### src/rtl/lfd_pkg.sv
// ----------------------------------------------------------------------------
// lfd_pkg
// shared types and constants for the lighting frame deframer
// ----------------------------------------------------------------------------
`default_nettype none

package lfd_pkg;

	localparam int NUM_CHANNELS   = 16;
	localparam int NUM_STRIPS     = 4;
	localparam int MAX_STRIP_LEDS = 1024;

	localparam int LEN_W = 11;  // strip length register width
	localparam int LED_W = 10;  // led position width
	localparam int CH_W  = 4;   // channel number width
	localparam int ST_W  = 2;   // strip number width

	localparam logic [LEN_W-1:0] MAX_LEN = LEN_W'(MAX_STRIP_LEDS);

	// configuration register indexes
	localparam logic [2:0] CFG_MASK = 3'd0;
	localparam logic [2:0] CFG_LEN0 = 3'd1;
	localparam logic [2:0] CFG_LEN1 = 3'd2;
	localparam logic [2:0] CFG_LEN2 = 3'd3;
	localparam logic [2:0] CFG_LEN3 = 3'd4;

	typedef enum logic [2:0] {
		PH_TIME,
		PH_FADE,
		PH_CHAN,
		PH_STRIP,
		PH_CSUM
	} phase_t;

	typedef enum logic [1:0] {
		KIND_HEADER,
		KIND_CHAN,
		KIND_STRIP,
		KIND_STATUS
	} kind_t;

	typedef enum logic [1:0] {
		STAT_OK,
		STAT_BAD_SUM,
		STAT_END,
		STAT_SHORT
	} status_t;

	// outcome of the next channel / strip search
	typedef struct packed {
		phase_t          ph;
		logic [CH_W-1:0] chan;
		logic [ST_W-1:0] strip;
	} seek_t;

	typedef struct packed {
		kind_t            kind;
		logic [31:0]      timestamp;
		logic             fade;
		logic [3:0]       group_index;
		logic [LED_W-1:0] led_index;
		logic [7:0]       green;
		logic [7:0]       red;
		logic [7:0]       blue;
		status_t          status;
		logic [31:0]      computed_sum;
	} rec_t;

endpackage

`default_nettype wire

### src/rtl/lfd_seek.sv
// ----------------------------------------------------------------------------
// lfd_seek
// priority search for the next enabled channel or non-empty strip
// ----------------------------------------------------------------------------
`default_nettype none

module lfd_seek
	import lfd_pkg::*;
(
	input  wire logic [NUM_CHANNELS-1:0] chan_mask,
	input  wire logic [LEN_W-1:0]        strip_len [NUM_STRIPS],
	input  wire logic                    from_chan,   // search channels first
	input  wire logic [CH_W:0]           chan_from,
	input  wire logic [ST_W:0]           strip_from,
	output seek_t                        seek
);

	logic            chan_hit;
	logic [CH_W-1:0] chan_idx;
	logic            strip_hit;
	logic [ST_W-1:0] strip_idx;
	logic [ST_W:0]   strip_base;

	assign strip_base = from_chan ? '0 : strip_from;

	// scan high to low so the lowest match wins
	always_comb begin
		chan_hit = 1'b0;
		chan_idx = '0;
		for (int c = NUM_CHANNELS - 1; c >= 0; c--) begin
			if (chan_mask[c] && ((CH_W+1)'(c) >= chan_from)) begin
				chan_hit = 1'b1;
				chan_idx = CH_W'(c);
			end
		end
	end

	always_comb begin
		strip_hit = 1'b0;
		strip_idx = '0;
		for (int s = NUM_STRIPS - 1; s >= 0; s--) begin
			if ((strip_len[s] != '0) && ((ST_W+1)'(s) >= strip_base)) begin
				strip_hit = 1'b1;
				strip_idx = ST_W'(s);
			end
		end
	end

	always_comb begin
		seek.chan  = chan_idx;
		seek.strip = strip_idx;
		if (from_chan && chan_hit) begin
			seek.ph = PH_CHAN;
		end else if (strip_hit) begin
			seek.ph = PH_STRIP;
		end else begin
			seek.ph = PH_CSUM;
		end
	end

endmodule

`default_nettype wire

### src/rtl/lfd_out_reg.sv
// ----------------------------------------------------------------------------
// lfd_out_reg
// result register between the parser and the output stream
// ----------------------------------------------------------------------------
`default_nettype none

module lfd_out_reg
	import lfd_pkg::*;
(
	input  wire logic clk,
	input  wire logic arst_n,
	input  wire logic load,
	input  wire rec_t rec_in,
	output logic      can_take,   // register free or emptied this cycle
	output logic      out_valid,
	input  wire logic out_ready,
	output rec_t      rec_out
);

	logic valid_q;
	rec_t rec_q;

	assign can_take  = !valid_q || out_ready;
	assign out_valid = valid_q;
	assign rec_out   = rec_q;

	always_ff @(posedge clk or negedge arst_n) begin
		if (!arst_n) begin
			valid_q <= 1'b0;
		end else if (load) begin
			valid_q <= 1'b1;
		end else if (out_ready) begin
			valid_q <= 1'b0;
		end
	end

	always_ff @(posedge clk) begin
		if (load) begin
			rec_q <= rec_in;
		end
	end

endmodule

`default_nettype wire

### src/rtl/led_frame_deframer_core.sv
// ----------------------------------------------------------------------------
// led_frame_deframer_core
// byte stream parser for lighting frames: header, pixel and status records
// ----------------------------------------------------------------------------
//
// channel   direction  signals                        request
// s_axis    in         tvalid tready tdata tlast      one stream byte or stream end
// m_axis    out        tvalid tready tdata tuser      one record
// cfg       in         cfg_we cfg_index cfg_data      one register write
//
// one byte per cycle when not stalled; each byte is parsed in the cycle it is
// accepted and any record it causes sits in the output register on the next cycle
// s_axis_tready drops only while a record waits in the output register and
// m_axis_tready is low
// reset clears all frame state and configuration; parsing starts at a frame
// start
// the channel and strip searches are combinational priority encoders
// ----------------------------------------------------------------------------
`default_nettype none

module led_frame_deframer_core
	import lfd_pkg::*;
(
	input  wire logic         clk,
	input  wire logic         arst_n,

	input  wire logic         s_axis_tvalid,
	output logic              s_axis_tready,
	input  wire logic [7:0]   s_axis_tdata,   // data_byte
	input  wire logic         s_axis_tlast,   // stream_end

	output logic              m_axis_tvalid,
	input  wire logic         m_axis_tready,
	// timestamp[31:0] fade[32] group_index[36:33] led_index[46:37] green[54:47]
	// red[62:55] blue[70:63] status[72:71] computed_sum[104:73] zero[111:105]
	output logic [111:0]      m_axis_tdata,
	output logic [1:0]        m_axis_tuser,   // record_kind

	input  wire logic         cfg_we,
	input  wire logic [2:0]   cfg_index,
	input  wire logic [15:0]  cfg_data
);

	// configuration
	logic [NUM_CHANNELS-1:0] mask_q;
	logic [LEN_W-1:0]        len_q [NUM_STRIPS];

	// frame state
	phase_t           phase_q;
	logic [1:0]       cnt_q;      // byte within field or triple
	logic [CH_W-1:0]  chan_q;
	logic [ST_W-1:0]  strip_q;
	logic [LED_W-1:0] led_q;
	logic [31:0]      shift_q;
	logic [31:0]      sum_q;
	logic [7:0]       green_q;
	logic [7:0]       red_q;

	logic  take;
	logic  can_take;
	logic  emit;
	rec_t  rec;
	rec_t  rec_out;
	seek_t seek;

	logic [7:0]       b;
	logic [31:0]      sum_next;
	logic [31:0]      shift_next;
	logic [LEN_W-1:0] cur_len;
	logic [LEN_W-1:0] eff_len;
	logic [LEN_W-1:0] led_plus;

	assign s_axis_tready = can_take;
	assign take          = s_axis_tvalid && can_take;

	assign b          = s_axis_tdata;
	assign sum_next   = sum_q + {24'd0, b};
	assign shift_next = {b, shift_q[31:8]};
	assign cur_len    = len_q[strip_q];
	assign eff_len    = (cur_len > MAX_LEN) ? MAX_LEN : cur_len;
	assign led_plus   = {1'b0, led_q} + LEN_W'(1);

	// config writes
	always_ff @(posedge clk or negedge arst_n) begin
		if (!arst_n) begin
			mask_q <= '0;
			for (int s = 0; s < NUM_STRIPS; s++) begin
				len_q[s] <= '0;
			end
		end else if (cfg_we) begin
			case (cfg_index)
				CFG_MASK: mask_q   <= cfg_data[NUM_CHANNELS-1:0];
				CFG_LEN0: len_q[0] <= cfg_data[LEN_W-1:0];
				CFG_LEN1: len_q[1] <= cfg_data[LEN_W-1:0];
				CFG_LEN2: len_q[2] <= cfg_data[LEN_W-1:0];
				CFG_LEN3: len_q[3] <= cfg_data[LEN_W-1:0];
				default: ;
			endcase
		end
	end

	// next channel search: from 0 after the fade byte, from the one after
	// the current channel after a channel triple, else strips only
	lfd_seek u_seek (
		.chan_mask  (mask_q),
		.strip_len  (len_q),
		.from_chan  (phase_q != PH_STRIP),
		.chan_from  ((phase_q == PH_CHAN) ? ({1'b0, chan_q} + (CH_W+1)'(1)) : '0),
		.strip_from ({1'b0, strip_q} + (ST_W+1)'(1)),
		.seek       (seek)
	);

	// record for the accepted request
	always_comb begin
		emit = 1'b0;
		rec  = '0;
		if (s_axis_tlast) begin
			emit              = 1'b1;
			rec.kind          = KIND_STATUS;
			rec.status        = (phase_q == PH_TIME && cnt_q == 2'd0) ? STAT_END : STAT_SHORT;
			rec.computed_sum  = sum_q;
		end else begin
			case (phase_q)
				PH_FADE: begin
					emit          = 1'b1;
					rec.kind      = KIND_HEADER;
					rec.timestamp = shift_q;
					rec.fade      = (b != 8'd0);
				end
				PH_CHAN, PH_STRIP: begin
					if (cnt_q == 2'd2) begin
						emit  = 1'b1;
						rec.green = green_q;
						rec.red   = red_q;
						rec.blue  = b;
						if (phase_q == PH_CHAN) begin
							rec.kind        = KIND_CHAN;
							rec.group_index = chan_q;
						end else begin
							rec.kind        = KIND_STRIP;
							rec.group_index = {2'b00, strip_q};
							rec.led_index   = led_q;
						end
					end
				end
				PH_CSUM: begin
					if (cnt_q == 2'd3) begin
						emit             = 1'b1;
						rec.kind         = KIND_STATUS;
						rec.status       = (shift_next == sum_q) ? STAT_OK : STAT_BAD_SUM;
						rec.computed_sum = sum_q;
					end
				end
				default: ;
			endcase
		end
	end

	// frame state update
	always_ff @(posedge clk or negedge arst_n) begin
		if (!arst_n) begin
			phase_q <= PH_TIME;
			cnt_q   <= '0;
			chan_q  <= '0;
			strip_q <= '0;
			led_q   <= '0;
			shift_q <= '0;
			sum_q   <= '0;
			green_q <= '0;
			red_q   <= '0;
		end else if (take) begin
			if (s_axis_tlast || (phase_q == PH_CSUM && cnt_q == 2'd3)) begin
				// frame done: back to frame start
				phase_q <= PH_TIME;
				cnt_q   <= '0;
				chan_q  <= '0;
				strip_q <= '0;
				led_q   <= '0;
				shift_q <= '0;
				sum_q   <= '0;
				green_q <= '0;
				red_q   <= '0;
			end else begin
				case (phase_q)
					PH_TIME: begin
						sum_q   <= sum_next;
						shift_q <= shift_next;
						cnt_q   <= cnt_q + 2'd1;
						if (cnt_q == 2'd3) begin
							phase_q <= PH_FADE;
						end
					end
					PH_FADE: begin
						sum_q   <= sum_next;
						cnt_q   <= '0;
						shift_q <= '0;
						phase_q <= seek.ph;
						if (seek.ph == PH_CHAN) begin
							chan_q <= seek.chan;
						end
						if (seek.ph == PH_STRIP) begin
							strip_q <= seek.strip;
							led_q   <= '0;
						end
					end
					PH_CHAN, PH_STRIP: begin
						sum_q <= sum_next;
						case (cnt_q)
							2'd0: begin
								green_q <= b;
								cnt_q   <= 2'd1;
							end
							2'd1: begin
								red_q <= b;
								cnt_q <= 2'd2;
							end
							default: begin
								cnt_q <= '0;
								if (phase_q == PH_STRIP && led_plus < eff_len) begin
									led_q <= led_plus[LED_W-1:0];
								end else begin
									// move on to the next channel or strip
									phase_q <= seek.ph;
									if (seek.ph == PH_CHAN) begin
										chan_q <= seek.chan;
									end
									if (seek.ph == PH_STRIP) begin
										strip_q <= seek.strip;
										led_q   <= '0;
									end
								end
							end
						endcase
					end
					PH_CSUM: begin
						shift_q <= shift_next;
						cnt_q   <= cnt_q + 2'd1;
					end
					default: ;
				endcase
			end
		end
	end

	lfd_out_reg u_out (
		.clk       (clk),
		.arst_n    (arst_n),
		.load      (take && emit),
		.rec_in    (rec),
		.can_take  (can_take),
		.out_valid (m_axis_tvalid),
		.out_ready (m_axis_tready),
		.rec_out   (rec_out)
	);

	assign m_axis_tuser = rec_out.kind;
	assign m_axis_tdata = {7'd0, rec_out.computed_sum, rec_out.status, rec_out.blue,
		rec_out.red, rec_out.green, rec_out.led_index, rec_out.group_index,
		rec_out.fade, rec_out.timestamp};

endmodule

`default_nettype wire
### config.mk
export PLATFORM = sky130hd
export DESIGN_NAME = led_frame_deframer_core
export DESIGN_NICKNAME = d
export VERILOG_FILES = /design/src/rtl/lfd_pkg.sv /design/src/rtl/lfd_seek.sv /design/src/rtl/lfd_out_reg.sv /design/src/rtl/led_frame_deframer_core.sv
export SDC_FILE = /design/constraint.sdc
export NUM_CORES = 1
export LEC_CHECK = 0
export BUFFER_PORTS_ARGS = -buffer_cell sky130_fd_sc_hd__buf_2
export CELL_PAD_IN_SITES_DETAIL_PLACEMENT = 1
export CELL_PAD_IN_SITES_GLOBAL_PLACEMENT = 1
export CORE_MARGIN = 1
export CORE_UTILIZATION = 35
export DETAILED_ROUTE_END_ITERATION = 12
export GPL_ROUTABILITY_DRIVEN = 0
export GPL_TIMING_DRIVEN = 0
export PLACE_DENSITY = 0.71
export SETUP_SLACK_MARGIN = 0.2
export SLEW_MARGIN = 40
export SYNTH_ARGS = -nofsm -noshare
export SYNTH_HDL_FRONTEND = slang
export SYNTH_SLANG_ARGS = --single-unit
export TNS_END_PERCENT = 20
### constraint.sdc
create_clock -name clk -period 18.5 [get_ports clk]
set_input_delay 3.7 -clock clk [delete_from_list [all_inputs] [get_ports clk]]
set_output_delay 3.7 -clock clk [all_outputs]
set_load 0.005 [all_outputs]
### Word-level counts from Yosys, hierarchy flattened

Index checks and enable logic that the tools add are counted.

| cells by class | value |
|---|---|
| add/subtract/negate cells | 5 |
| multipliers | 0 |
| divide/modulo/power cells | 0 |
| magnitude comparators | 23 |
| eq/ne operators | 18 |
| shift-type cells | 0 |
| mux-type cells | 97 |
| bitwise gates (word level) | 5 |
| reduce and logical (&&, ||, !) cells | 67 |

Operators by type and width:

| operator | count |
|---|---|
| $mux W32 | 3 |
| $mux W4 | 20 |
| $mux W33 | 2 |
| $pmux W32 S2 | 1 |
| $mux W8 | 6 |
| $reduce_bool A11 Y1 | 4 |
| $ge A4 B5 Y1 const A | 8 |
| $mux W10 | 4 |
| $mux W34 | 1 |
| $mux W11 | 3 |
| $add A32 B8 Y32 | 1 |
| $eq A32 B32 Y1 | 1 |
| $mux W1 | 27 |
| $logic_and A1 B1 Y1 | 26 |
| $mux W2 | 13 |
| $bmux W11 S2 | 1 |
| $mux W3 | 7 |
| $ge A3 B5 Y1 const A | 4 |
| $pmux W10 S2 | 1 |
| $eq A3 B2 Y1 const B | 6 |
| $reduce_and A2 Y1 | 8 |
| $pmux W2 S2 | 3 |
| $reduce_or A4 Y1 | 3 |
| $add A10 B1 Y11 const B | 1 |
| other kinds (37) | 61 |

| word-level totals | value |
|---|---|
| register bits | 269 |
| latch bits | 0 |
| bits in writable memories | 0 |
| memory bits (read-only) | 0 |
| input port bits | 33 |
| word-level logic and storage cells | 241 |
| memories | 0 |

### Longest topological paths before layout

Gate-level depths: netlist (run 1).

| depth | value |
|---|---|
| word-level depth | 28 |
| depth in mapped cells | 15 |
| mapped depth without buffers | 14 |

### Modules after synthesis

A second synthesis (run 1) with hierarchy kept.

| unflattened totals | value |
|---|---|
| cell total of the unflattened synthesis | 1031 |
| area total of the unflattened synthesis | 12710.9 µm² |

Modules (own cells, without submodules):

| module | times used | cells an instance | area an instance (µm²) | seq. area each (µm²) |
|---|---|---|---|---|
| led_frame_deframer_core | 1 | 819 | 8826.0 | 4028.9 |
| lfd_out_reg | 1 | 110 | 3260.6 | 3238.1 |
| lfd_seek | 1 | 102 | 624.3 | 0.0 |

### Worst setup path before layout (run 1)

No wires, ideal clock.

| timing | value |
|---|---|
| path type | input port to flip-flop |
| from | in s_axis_tlast |
| to | reg u_out.rec_q, in the netlist u_out.rec_out[0], enable pin |
| setup time | 574 ps |
| arrival | 9223 ps |
| setup slack | 8703 ps |
| cell stages on the path | 6 |
| path buffers | 3 |
| cells stage by stage | clkbuf_1 -> a31o_2 -> clkbuf_1 -> buf_1 -> nor2_1 -> nor2_1 |

| on the way | value |
|---|---|
| cells in the longest elaborated chain, start to end | 2 |

RTL lines:

| item | line | source |
|---|---|---|
| start, declared | led_frame_deframer_core.sv:30 | `input wire logic s_axis_tlast,` |
| $mux W1 | led_frame_deframer_core.sv:117 | `if (s_axis_tlast) begin` |
| $logic_and A1 B1 Y1 | led_frame_deframer_core.sv:248 | `.load (take && emit),` |
| named net u_out.load | lfd_out_reg.sv:12 | `input wire logic load,` |
| end signal, assigned | lfd_out_reg.sv:39 | `rec_q <= rec_in;` |
| end, declared | lfd_out_reg.sv:21 | `rec_t rec_q;` |

The timed path passes the listed nets, and every way through them passes these cells.
A chain may end at the register's enable or synchronous reset.

### Final worst setup path (run 1)

| timing | value |
|---|---|
| from | in m_axis_tready |
| to | out s_axis_tready |

| on the way | value |
|---|---|
| cells in the longest elaborated chain, start to end | 1 |

RTL lines:

| item | line | source |
|---|---|---|
| start, declared | led_frame_deframer_core.sv:33 | `input wire logic m_axis_tready,` |
| $logic_or A1 B1 Y1 | lfd_out_reg.sv:23 | `assign can_take = !valid_q \|\| out_ready;` |
| end, declared | led_frame_deframer_core.sv:28 | `output logic s_axis_tready,` |

No other way between the ends.

==> flow_summary.ini, run 1 <==
[die]
die-area_mm2 = 0.03771
core_mm2 = 0.03643
row_count = 70
dieHeight_um = 194.2
fp.dieW_um = 194.2
start_util_pct = 35.48
ioPinCount = 149

[layout]
final_common_cell = dfrtp_1
n_fill_cell = 3918
mostFrequentLayoutCells = dfrtp_1 (162), buf_2 (143), edfxtp_1 (107)
num_antenna_cells = 0
layout.nets = 1314
layout-drive-gt1-share_pct = 24.39
area_growth_pct = 19.67
instances_no_fill = 1747

[global_routing]
grt_start_max_net_pins = 70
overflow = 0
grt_pass1_wl_um = 57500
grt_pass1_vias = 9919
antenna_found_initial = 1
grt_usage_pct = 19.29

[timing]
holdWs_ns = 0.4908
drv_slew = 0
period_share_pct = 42.66
hold_viol = 0
post-route-min-period_ns = 7.892
tns_ns = 0
setup_viol = 0
rsz0062_at_grt = false
setup_slack_ns = 10.61
slew_headroom_pct = 46.78
fmax_mhz = 126.7
finalClockSkew_ns = 0.01897
tightest_slew_ns = 0.7983

[placed_design]
io_buffer_count = 141
dp_cells = 1690
hpwl_um = 26630
dpl_worst_slack_ns = 10.60

[detailed_routing]
drt_iter0_drc = 468
wl_um = 36150
vias_per_cell = 5.356
antenna_left = 0
drt_pass1_iterations = 5
drc = 0
drt-wirelength-per-cell_um = 20.69
vias = 9357

[min_path]
hold_path_class = reg -> reg

[yosys]
yosysSeqAreaShare_pct = 56.21
synth_top_area_cell = dfrtp_1
yosys.area.top_type_share_pct = 31.36
avgSynthCellArea_um2 = 12.13
synth_area_mm2 = 0.01293
synth_ff_type = dfrtp_1
synth_area_leaders = dfrtp_1 (31%), edfxtp_1 (25%), mux2_2 (5.2%), and2_1 (4.5%), a22o_1 (3.5%)
synthDistinctLibCells = 80
ys_warn_count = 0
synth-edff-count = 107
async_flop_share_pct = 60.22
syn_inst = 1066
ys_seq_elements = 269

[worst_setup_path]
crit_fanout = 4
end_kind = output pin
cp.arrival_ns = 4.19
worstSetupPathType = in -> out
worst_setup_path_start_kind = primary input
required_ns = 14.80

[clock_tree]
cts_max_level = 1
numCtsBuffers = 31
tritoncts = done
ctsResizeCount = 0
cts_sinks = 269
cts_hold_buf = 0
root_buffer = clkbuf_16
post_cts_buffers = 0
clk_path_buf_depth = 3
path_clk_slew_ns = 0.06
clk_latency_ns = 0.58

[flow_run]
drv_cap = 0

[power_and_ir_drop]
vdd_drop_max_mv = 0.07532
leakage_uw = 0.006450
pwr_density_cell_mw_per_mm2 = 120.6
power_uw = 1866

[run_status]
status = finished, final reports clean
## kinds of logic after synthesis
group | after synthesis | synth area share (%)
mux | 75 | 7.529
simple gates | 345 | 14.95
xor+xnor | 60 | 4.065
fa+ha+maj | 26 | 2.574
compound gates | 213 | 12.13
flops | 269 | 56.21
other cells | 1 | 0.02901
buf+inv | 77 | 2.516
## Yosys cell counts (25+ instances only)
library cell	n
a21oi_1	45
a22o_1	52
and2_1	94
clkbuf_1	45
dfrtp_1	162
edfxtp_1	107
ha_1	25
mux2_2	60
nand2_1	68
nor2_1	30
o21ai_0	30
xnor2_1	39
## worst max-delay path, cell delays in order
cell and delay (ns):
buf_2 0.09, nand2b_1 0.22, buf_2 0.18
## worst paths after layout
| check | startpoint | endpoint | slack, ns | cells past startpoint |
|---|---|---|---|---|
| worst max-delay path | m_axis_tready | s_axis_tready | 10.61 | 3 |
| worst min-delay path | green_q[0] | green_q[0] | 0.49 | 1 |
| worst max register to register | strip_q[0] | phase_q[1] | 13.46 | 15 |
| worst min register to register | green_q[0] | green_q[0] | 0.49 | 1 |
| max in group asynchronous | arst_n | sum_q[15] | 14.50 | 3 |
| min in group asynchronous | arst_n | len_q[14] | 3.01 | 1 |
## registers in the layout, summed over array words and instances (netlist names), 3 cells and up
name / cells
u_out.rec_out: 107
len_q: 44
shift_q: 32
sum_q: 32
mask_q: 16
led_q: 10
green_q: 8
red_q: 8
chan_q: 4
phase_q: 3
## layer usage
layer  up-vias  share of wire, %  global-route usage, %
met5         -             0.036                      0
met4         2               2.6                  5.409
met3        59               3.9                  2.627
met2       219                49                  33.08
met1      4755                44                  25.45
li1       4322                 -                      -
## through the flow
step / instance area [µm²] / utilization, %
3_5_place_dp: 14460 / 39.68
4_1_cts: 15470 / 42.45
6_report: 15470 / 42.46
3_3_place_gp: 14240 / 39.09
5_1_grt: 15470 / 42.46
2_1_floorplan: 12950 / -
## power by group
group / leakage, µW / internal (µW) / switching, µW
clock network: 0.000497 / 357 / 248
logic: 0.00281 / 189 / 263
registers: 0.00314 / 723 / 88.0
total: 0.00645 / 1270 / 598
## cell type report
class,count,area (µm²),share of cell area [%]
sequential,269,7267,46.97
multi-input combinational,726,5393,34.86
timing repair buffer,150,890.9,5.758
clock buffer,44,874.6,5.653
tap,468,585.6,3.785
buffer,62,269.0,1.739
clock inverter,13,135.1,0.8734
inverter,15,56.30,0.3639
Note: power is estimated with default switching activity, not from simulation.
==> run 2, diff against run 1 <==
clock period = 7.7 ns   (was 18.5 ns; I/O delays follow)
==> flow_summary.ini, run 2 (same netlist as run 1, synthesis figures left out) <==
[layout]
final_util_pct = 42.37
num_antenna_cells = 0
largest_register_ffs = 107
final_common_cell = dfrtp_1
layout.nets = 1312
layout-drive-gt1-share_pct = 24.06
mostFrequentLayoutCells = dfrtp_1 (162), buf_2 (143), edfxtp_1 (107)
area_growth_pct = 19.39
design_area_mm2 = 0.01544

[clock_tree]
path_clk_slew_ns = 0.07
root_buffer = clkbuf_16
clk_path_buf_depth = 3
cts_max_level = 1
post_cts_buffers = 0
clk_latency_ns = 0.57
ctsResizeCount = 0
cts_hold_buf = 0
numCtsBuffers = 29
tritoncts = done
cts_sinks = 269

[min_path]
hp-start = green_q[4]
hold_path_class = reg -> reg
hold_path_depth = 1
hold_path_end = green_q[4]

[timing]
drv_slew = 0
tns_ns = 0
period_share_pct = 62.80
finalClockSkew_ns = 0.02595
slew_headroom_pct = 44.56
post-route-min-period_ns = 4.836
tightest_slew_ns = 0.8316
setup_viol = 0
hold_viol = 0
rsz0062_at_grt = false
fmax_mhz = 206.8
setup_slack_ns = 2.865

[global_routing]
grt_start_max_net_pins = 72
overflow = 0
grt_pass1_vias = 9778
grt_pass1_wl_um = 57240
grt_usage_pct = 19.17
antenna_found_initial = 0

[worst_setup_path]
r2r_slack_ns = 2.86
cp.depth = 15
crit_fanout = 10
end_kind = flip-flop
worst_setup_path_start_kind = flip-flop
worstRegToRegCells = 15
cp_slowest_cell = mux4_2
slowest_delay_ns = 0.59
cp.arrival_ns = 5.31
r2r_start = strip_q[0]
crit_top_cell = a21oi_1
crit_family = compound AO/OA/AOI/OAI gates
worstSetupPathType = reg -> reg
path_cells = clkbuf_1 -> clkbuf_2 -> mux4_2 -> or4_1 -> nor4_1 -> o21ai_0 -> ha_1 -> nand4_1 -> o21bai_1 -> a221oi_1 -> o211ai_1 -> o311ai_0 -> a21oi_1 -> a21oi_1 -> a21oi_1
reg2reg_to = phase_q[1]
crit_buf_inv = 2
required_ns = 8.18

[placed_design]
io_buffer_count = 141
dpl_cell_area_mm2 = 0.01447
hpwl_um = 26410
dpl_worst_slack_ns = 2.560

[die]
fp.dieW_um = 194.2
die-area_mm2 = 0.03771
start_util_pct = 35.48
ioPinCount = 149
row_count = 70
dieHeight_um = 194.2
core_mm2 = 0.03643

[power_and_ir_drop]
vdd_drop_max_mv = 0.1759
leakage_uw = 0.006438
pwr_density_cell_mw_per_mm2 = 288.8

[run_status]
status = finished, final reports clean

[detailed_routing]
drc = 0
vias_per_cell = 5.327
vias = 9291
drt-wirelength-per-cell_um = 20.48
drt_iter0_drc = 378
wl_um = 35720
drt_pass1_iterations = 6
antenna_left = 0

[flow_run]
drv_cap = 0
[run 2: changes by cell type in the layout (fill, tap and decap cells not counted)]
cell / change
buf_1: -1
clkbuf_2: +1
clkbuf_1: -2
clkbuf_16: -2
buf_8: -1
clkinv_1: +5
clkinvlp_4: -2
clkbuf_8: -4
bufinv_16: +2
buf_16: +1
[run 2: worst max-delay path by stage]
| stage | start | endpoint | slack (ns) |
|---|---|---|---|
| 3_3_place_gp | s_axis_tlast | u_out.rec_out[61] | -0.22 |
| 2_1_floorplan | s_axis_tlast | u_out.rec_out[0] | 1.86 |
| 3_5_place_dp | strip_q[0] | led_q[1] | 2.56 |
| 4_1_cts | strip_q[0] | led_q[1] | 2.55 |
| 5_1_grt | strip_q[0] | phase_q[1] | 2.37 |
| 6_report | strip_q[0] | phase_q[1] | 2.86 |
[run 2: power by group]
group          internal [µW]  switching (µW)  total [µW]
clock network            836             583        1420
registers               1740             211        1950
logic                    457             635        1090
[run 2: final cells by class]
type                       count  area, µm²
fill                        3976      21000
multi-input combinational    726       5393
sequential                   269       7267
timing repair buffer         150      903.4
clock inverter                18      198.9
inverter                      15      56.30
tap                          468      585.6
clock buffer                  36      762.0
buffer                        62      270.3
[run 2: per-stage QoR]
stage / std cells / total power, µW / hold slack (ns)
finish: 1744 / 4458 / 0.4897
global route: 1744 / 4693 / 0.4986
CTS: 1744 / 4496 / 0.4966
detailed placement: 1690 / 3060 / 0.4764
global placement: 1681 / 2984 / 0.4748
floorplan: 1072 / 2619 / 0.4579
[run 2: worst register-to-register path, stage by stage, from the launching register on]
cell and delay (ns):
dfrtp_1 0.36, clkbuf_1 0.36, clkbuf_2 0.42, mux4_2 0.60
or4_1 0.56, nor4_1 0.17, o21ai_0 0.14, ha_1 0.32
nand4_1 0.13, o21bai_1 0.18, a221oi_1 0.08, o211ai_1 0.53
o311ai_0 0.36, a21oi_1 0.30, a21oi_1 0.10, a21oi_1 0.15
[run 2: per-layer routing]
metal  wire length [µm]  part of all wire [%]  GRT usage (%)
met3               1123                   3.1          2.366
met4                807                   2.3          4.821
met1              16290                    46          25.85
met5                  0                     0              0
met2              17510                    49          32.68
==> run 3, diff against run 2 <==
clock period = 4.9 ns   (was 7.7 ns; I/O delays follow)
==> flow_summary.ini, run 3 (same netlist as run 1, synthesis figures left out) <==
[clock_tree]
tritoncts = done
clk_path_buf_depth = 3
cts_sinks = 269
path_clk_slew_ns = 0.06
root_buffer = clkbuf_16
clk_latency_ns = 0.57
numCtsBuffers = 30
cts_hold_buf = 0
cts_max_level = 1

[placed_design]
hpwl_um = 26520
io_buffer_count = 141
dpl_cell_area_mm2 = 0.01447

[run_status]
status = finished, final reports clean

[worst_setup_path]
crit_fanout = 10
cp.arrival_ns = 4.94
required_ns = 5.39
setup.worst_path.start = strip_q[0]
end_kind = flip-flop
worst_setup_path_start_kind = flip-flop
worstSetupPathType = reg -> reg
r2r_slack_ns = 0.45
r2r_start = strip_q[0]

[layout]
layout-drive-gt1-share_pct = 24.77
num_antenna_cells = 0
n_fill_cell = 3929
final_common_cell = dfrtp_1
design_area_mm2 = 0.01551
layout.nets = 1315
area_growth_pct = 19.98
final_util_pct = 42.58
mostFrequentLayoutCells = dfrtp_1 (162), buf_2 (143), edfxtp_1 (107)
largest_register_ffs = 107

[die]
dieHeight_um = 194.2
fp.dieW_um = 194.2
start_util_pct = 35.48
row_count = 70
core_mm2 = 0.03643
ioPinCount = 149
die-area_mm2 = 0.03771

[global_routing]
antenna_found_initial = 0
overflow = 0
grt_pass1_wl_um = 56900
grt_pass1_vias = 9734
grt_start_max_net_pins = 63
grt_usage_pct = 19.14

[power_and_ir_drop]
power_uw = 7065
pwr_density_cell_mw_per_mm2 = 455.5
leakage_uw = 0.006477
vdd_drop_max_mv = 0.2532

[detailed_routing]
vias_per_cell = 5.364
drt_iter0_drc = 522
drt_pass1_iterations = 5
drt-wirelength-per-cell_um = 20.42
antenna_left = 0
vias = 9377
wl_um = 35700
drc = 0

[timing]
slew_headroom_pct = 45.51
tns_ns = 0
setup_viol = 0
rsz0062_at_grt = false
fmax_mhz = 224.8
tightest_slew_ns = 0.8173
drv_slew = 0
period_share_pct = 90.77
finalClockSkew_ns = 0.02642
hold_viol = 0
post-route-min-period_ns = 4.448

[min_path]
hold_path_class = in -> async

[flow_run]
drv_cap = 0
-- run 3: path summary, 6_finish.rpt --
kind,end,cells after the start
min in group clk,red_q[4],1
max,led_q[0],14
min reg2reg,red_q[4],1
max reg2reg,led_q[0],14
max in group asynchronous,sum_q[25],3
min,len_q[5],1
-- run 3: area by class of cell --
type	count	area (µm²)	area share, %
clock buffer	45	887.1	5.719
tap	468	585.6	3.775
multi-input combinational	726	5393	34.76
clock inverter	11	130.1	0.8388
timing repair buffer	152	918.4	5.920
inverter	15	56.30	0.3630
sequential	269	7267	46.85
buffer	62	275.3	1.774
-- run 3: stage by stage --
step	setup slack (ns)	hold WS (ns)	instances
floorplan	0.7033	0.4579	1072
global placement	-0.8177	0.4749	1681
detailed placement	-0.2135	0.4776	1690
CTS	0.3657	0.3173	1746
global route	0.2043	0.3348	1748
finish	0.4523	0.3275	1748
-- run 3: repair_timing --
action                     in CTS  in global routing
gates resized for setup         3                  1
setup endpoints to repair      15                  6
pin swaps                       0                  1
buffers inserted                0                  2
cloned                          0                  0
-- run 3: metal layers --
metal | global-route usage, % | vias to the layer above | routed length [µm]
met5 | 0 | - | 0
met4 | 6.232 | 0 | 1159
met3 | 2.122 | 56 | 1227
met2 | 32.03 | 217 | 17180
met1 | 25.93 | 4774 | 16130
li1 | - | 4330 | -
-- run 3: where the power goes --
part	internal, µW	leakage, µW	switching, µW
Clock	1360	0.000500	923
Sequential	2730	0.00314	335
Combinational	720	0.00283	1000
Total	4810	0.00648	2260
-- run 3: critical path: stages, from the launching register on --
cell      delay, ns
dfrtp_1        0.37
clkbuf_2       0.23
buf_4          0.26
mux4_2         0.56
or4_1          0.55
nor4_1         0.17
o21ai_0        0.13
ha_1           0.31
a21o_1         0.18
a21o_1         0.17
a221oi_1       0.31
o211ai_1       0.31
or2_2          0.42
nor2_1         0.21
mux2_4         0.19
